File: src/rtl/isbp_pkg.sv
// ----------------------------------------------------------------------------
// isbp_pkg
// shared types and constants of the instruction stream buffer prefetcher
// ----------------------------------------------------------------------------
`default_nettype none

package isbp_pkg;

    localparam logic [1:0] MODE_FETCH = 2'd0;
    localparam logic [1:0] MODE_PROBE = 2'd1;
    localparam logic [1:0] MODE_FILL  = 2'd2;

    localparam logic [63:0] WORD_MASK = 64'hFFFF_FFFF_FFFF_FFFC;

    typedef enum logic [5:0] {
        ST_IDLE  = 6'b000001,
        ST_LOOK  = 6'b000010,
        ST_UPPER = 6'b000100,
        ST_RESP  = 6'b001000,
        ST_REQ   = 6'b010000,
        ST_WAIT  = 6'b100000
    } t_state;

    // controller to datapath
    typedef struct packed {
        logic load;      // capture input item
        logic fill;      // write fill word if it hits
        logic upper;     // capture upper-half lookup
        logic alloc;     // allocate stream at alloc_a
        logic free_s;    // free the hit stream
        logic req_step;  // advance request address
    } t_cmd;

    // datapath to controller
    typedef struct packed {
        logic hit;
        logic filled;
        logic odd;
        logic up_hit;
        logic up_filled;
        logic last_slot;
        logic next_cov;
    } t_stat;

endpackage

`default_nettype wire

File: src/rtl/isbp_ctrl.sv
// ----------------------------------------------------------------------------
// isbp_ctrl
// sequencer: lookup, response, request burst, output handshake
// ----------------------------------------------------------------------------
`default_nettype none

module isbp_ctrl #(
    parameter int DEPTH = 16
) (
    input  wire logic           i_clk,
    input  wire logic           i_rst_n,
    input  wire logic           i_valid,
    output logic                o_stall,
    input  wire logic [1:0]     i_mode,
    input  wire isbp_pkg::t_stat i_stat,
    output isbp_pkg::t_cmd      o_cmd,
    output logic                o_alloc_sel,
    output logic                o_valid,
    input  wire logic           i_stall,
    output logic                o_kind,
    output logic                o_fetched,
    output logic                o_last
);
    import isbp_pkg::*;

    localparam int CW = $clog2(DEPTH + 1);

    t_state        r_state, n_state;
    logic          r_consume, r_fetched, r_alloc, r_sel;
    logic [CW-1:0] r_cnt;
    logic          acc_in, out_ok;

    assign acc_in  = i_valid && r_state == ST_IDLE;
    assign o_stall = r_state != ST_IDLE;
    assign out_ok  = !i_stall;

    // decision once lookups are known
    logic d_fetched, d_alloc, d_sel;
    always_comb begin
        d_fetched = 1'b0; d_alloc = 1'b0; d_sel = 1'b0;
        if (!i_stat.hit) begin
            d_alloc = 1'b1;
        end else if (i_stat.filled) begin
            if (i_stat.odd && !i_stat.up_hit) begin
                d_alloc = 1'b1; d_sel = 1'b1;
            end else if (!i_stat.odd || i_stat.up_filled) begin
                d_fetched = 1'b1;
                if (r_consume && i_stat.last_slot) begin
                    d_alloc = !i_stat.next_cov;
                    d_sel = 1'b1;
                end
            end
        end
    end

    always_comb begin
        n_state = r_state;
        o_cmd = '0;
        o_alloc_sel = r_sel;
        o_cmd.load = acc_in;
        o_cmd.fill = acc_in;
        unique case (r_state)
            ST_IDLE: begin
                if (acc_in && (i_mode == MODE_FETCH || i_mode == MODE_PROBE))
                    n_state = ST_LOOK;
            end
            ST_LOOK: begin
                o_cmd.upper = 1'b1;
                n_state = ST_UPPER;
            end
            ST_UPPER: begin
                n_state = ST_RESP;
            end
            ST_RESP: begin
                if (out_ok) begin
                    n_state = r_alloc ? ST_WAIT : ST_IDLE;
                    o_cmd.free_s = r_fetched && r_consume && i_stat.last_slot;
                end
            end
            ST_WAIT: begin
                // allocate after free so the freed stream may be reused
                o_cmd.alloc = 1'b1;
                n_state = ST_REQ;
            end
            ST_REQ: begin
                if (out_ok) begin
                    o_cmd.req_step = 1'b1;
                    if (int'(r_cnt) == DEPTH - 1) n_state = ST_IDLE;
                end
            end
            default: n_state = ST_IDLE;
        endcase
    end

    always_ff @(posedge i_clk) begin
        if (!i_rst_n) begin
            r_state <= ST_IDLE;
            r_cnt <= '0;
            r_consume <= 1'b0; r_fetched <= 1'b0; r_alloc <= 1'b0; r_sel <= 1'b0;
        end else begin
            r_state <= n_state;
            if (acc_in) r_consume <= i_mode == MODE_FETCH;
            if (r_state == ST_UPPER) begin
                r_fetched <= d_fetched; r_alloc <= d_alloc; r_sel <= d_sel;
            end
            if (r_state == ST_WAIT) r_cnt <= '0;
            else if (r_state == ST_REQ && out_ok) r_cnt <= r_cnt + 1'b1;
        end
    end

    assign o_valid   = r_state == ST_RESP || r_state == ST_REQ;
    assign o_kind    = r_state == ST_REQ;
    assign o_fetched = r_state == ST_RESP && r_fetched;
    assign o_last    = (r_state == ST_RESP && !r_alloc)
                    || (r_state == ST_REQ && int'(r_cnt) == DEPTH - 1);

endmodule

`default_nettype wire

File: config.mk
export PLATFORM = sky130hd
export DESIGN_NAME = isbp_ctrl
export DESIGN_NICKNAME = d
export VERILOG_FILES = /design/src/rtl/isbp_pkg.sv /design/src/rtl/isbp_ctrl.sv
export SDC_FILE = /design/constraint.sdc
export NUM_CORES = 1
export LEC_CHECK = 0
export ABC_CLOCK_PERIOD_IN_PS = 3600
export BUFFER_PORTS_ARGS = -buffer_cell sky130_fd_sc_hd__buf_2
export CORE_UTILIZATION = 53
export DETAILED_ROUTE_END_ITERATION = 8
export HOLD_SLACK_MARGIN = 0.03
export PLACE_DENSITY = 0.77
export SYNTH_ARGS = -nofsm -noshare
export SYNTH_HDL_FRONTEND = slang
export SYNTH_SLANG_ARGS = --single-unit
File: constraint.sdc
create_clock -name i_clk -period 3.6 [get_ports i_clk]
set_clock_uncertainty 0.2 [all_clocks]
set_input_delay 0.72 -clock i_clk [delete_from_list [all_inputs] [get_ports i_clk]]
set_output_delay 0.72 -clock i_clk [all_outputs]
set_load 0.005 [all_outputs]
==> results.md <==
- Status: finished clean
- Final Max Slew Viols: 0
- Leak: 0.000443 uW
- CTS clock-pin slew for the worst setup and hold paths: about 0.090 ns
- Area grow syn2layout: 15.5%
- Clock tree sinks: 15
- Clk buf depth: 2
- RSZ-0062 raised after global routing: no
- Top Ports: 25
- Largest area contributor in the netlist: dfxtp_1
- Crit path max fanout: 6
- Final worst setup slack: roughly 0.89 ns
- Max VDD drop: ~0.00026 V
- Layout cells sized above 1: 0.270
- Die height: ~42 um
- Remaining antenna violation count: 0
- DP Wirelength: between 1000 and 1500 um
- Hold wc startpoint: o_alloc_sel
- Sequential-to-total area share from yosys stat: 0.350
- Pin count of the biggest net entering global routing: 10
- Vias per std cell: roughly 5.6
- Most common cell after layout, fill and taps aside: buf_2
- Reg-to-reg endpoint: r_state[5]
- TNS Setup: 0 ns
- Final period util: 0.752
- Synthesized area: around 860 um2
- WP depth: 4
- Share of the synthesized area in the top cell type: 0.350
- Crit path capture type: primary output
- GR Overflow Total: 0
- Worst-path cell chain: nor4b_1 -> and3_1 -> nor3b_1 -> buf_2
- YS warnings: 0
- Main flop type after synthesis: dfxtp_1
- Worst Setup EP: o_cmd[1]
- Length in cells of the worst reg-to-reg path: 4
- Worst-skew pair later-pin latency: 0.28 ns
- Buf/Inv on CP: 1
- Layout filler cell count: 142
- Root Buffer: clkbuf_4
- Final nets: 142
- Crit path launch type: flip-flop
- Flops & latches, synth: 15
- Number of cell rows: 14
- Area of the core: between 0.0015 and 0.002 mm2
- Worst R2R Start: r_state[3]
- Placement Setup Slack: 1.22 ns
- Hold Path Class: flip-flop to flip-flop
- CTS tree: yes
- All-Layer GR Usage: 0.228
- Critical path's largest stage delay: 0.53 ns
- FF-to-FF setup slack: 1.75 ns
- Detailed Routing Iterations Pass 1: 4
- Drt wl/cell: approximately 13 um
- Post-synth EDFFs: 0
- Critical Path RT: roughly 2.7 ns
- Post-synthesis net count: 117
- # setup viols final: 0
- Endpoints failing hold: 0
- Number of remaining DRC errors: 0
- Die width: approximately 42 um
- Placed cells: roughly 140
- Crit path DAT: between 1.5 and 2 ns
- CP startpoint: r_state[3]
- CP max stage cell: nor4b_1
- Async set-reset flop share out of synthesis: 0
- Commonest cells after routing, fill and taps aside: buf_2, dfxtp_1, nand2_1
- Initial Utilization: 0.570
- Die footprint: ~0.0018 mm2
- FMAX: 369 MHz
- Initial antenna violation count: 0
- Placer Congestion: between 0.8 and 0.9
- Actual slew at the worst max-slew pin: roughly 0.62 ns
- Vias: 794
- Mapped Cells: 102
- CTS Hold Bufs: 0
- First-pass GRT wire length: between 3000 and 4000 um
- Routed WL: 1840 um
- Yosys cell types: 36
- CP top delay family: simple AND/OR/NAND/NOR gates
- Drt first-iter violations: 24
- Critical path type: flip-flop to primary output
- Relative slew margins: 0.580
- # diodes: 0
- H-tree Lvls: 1
- Largest cells by area after synthesis: dfxtp_1, nand2_1, nor2_1, nor2b_1, xnor2_1
- Non-Filler Instances: 142
- Min Tclk post-route: ~2.7 ns
- IO buf count: 24
- Post-CTS resize count: 0
- Max_cap viols: 0
- Avg Cell Area, Syn: 8.41 um2
- Post-CTS Setup Repair Bufs: 0
- TritonCTS buffer count: 3
- Vias in the first global route: about 750
- Pwr Density: ~360 mW/mm2
==> metal layers <==
metal | global-route usage | vias to the layer above | part of all wire
li1 | - | 409 | -
met1 | 0.308 | 355 | 0.47
met2 | 0.363 | 26 | 0.47
met3 | 0.0388 | 4 | 0.054
met4 | 0.0875 | 0 | 0.011
met5 | 0 | - | 0
==> sequential cells by signal, summed over array words and instances, names as in the netlist <==
register	count
r_state	6
r_cnt	5
r_alloc	1
r_consume	1
r_fetched	1
o_alloc_sel	1
==> worst min path at each step <==
stage | slack, ns | to | depth (start not counted)
detailed placement | 0.26 | o_alloc_sel | 2
global route | 0.31 | r_cnt[4] | 2
floorplan | 0.24 | r_fetched | 2
global placement | 0.25 | r_fetched | 2
finish | 0.27 | o_alloc_sel | 2
CTS | 0.28 | o_alloc_sel | 2
==> worst min-delay path, cell delays in order (launching register included) <==
cell and delay, ns:
dfxtp_1 0.32, nand2_1 0.05, a21boi_0 0.07
==> kinds of logic (layout without fill, tap and decap cells) <==
logic type	count (synthesis)	count (layout)	synth area share
multiplexers	2	2	0.0233
adder cells (fa/ha/maj)	2	2	0.0291
buffers and inverters	9	33	0.0612
AND/OR/NAND/NOR	53	53	0.356
XOR/XNOR	3	3	0.0306
flip-flops	15	15	0.350
AO/OA/AOI/OAI	18	18	0.150
==> stage by stage <==
step	total power (uW)	hold slack (ns)	cell area (um2)	util
after floorplan	247	0.239	858	-
after global routing	380	0.313	991	0.658
after global placement	265	0.248	965	0.640
final	361	0.275	991	0.658
after CTS	360	0.280	991	0.658
after detailed placement	266	0.264	965	0.640
==> area by class of cell <==
class	count	area, um2	area share
clock buffers	4	26.3	0.0265
inverters	5	18.8	0.0189
well taps	16	20.0	0.0202
repair buffers	24	120	0.121
flip-flops and latches	15	300	0.303
multi-input cells	78	505	0.510
==> power by group <==
part | total [uW] | internal, uW | switching (uW)
Clock | 97.6 | 43.1 | 54.6
Combinational | 84.0 | 36.2 | 47.8
Sequential | 179 | 172 | 7.27
==> synthesized netlist by cell type, types with 2 or more instances <==
cell       n
nor2b_1    6
a31oi_1    2
nand3_1    4
o21ai_0    5
dfxtp_1   15
buf_4      3
nand4_1    2
inv_1      5
and3_1     3
a21boi_0   3
nor4_1     2
nor2_1    10
nand2_1   14
ha_1       2
xnor2_1    3
nand2b_1   2
mux2i_1    2
(Power assumes the default switching activity.)
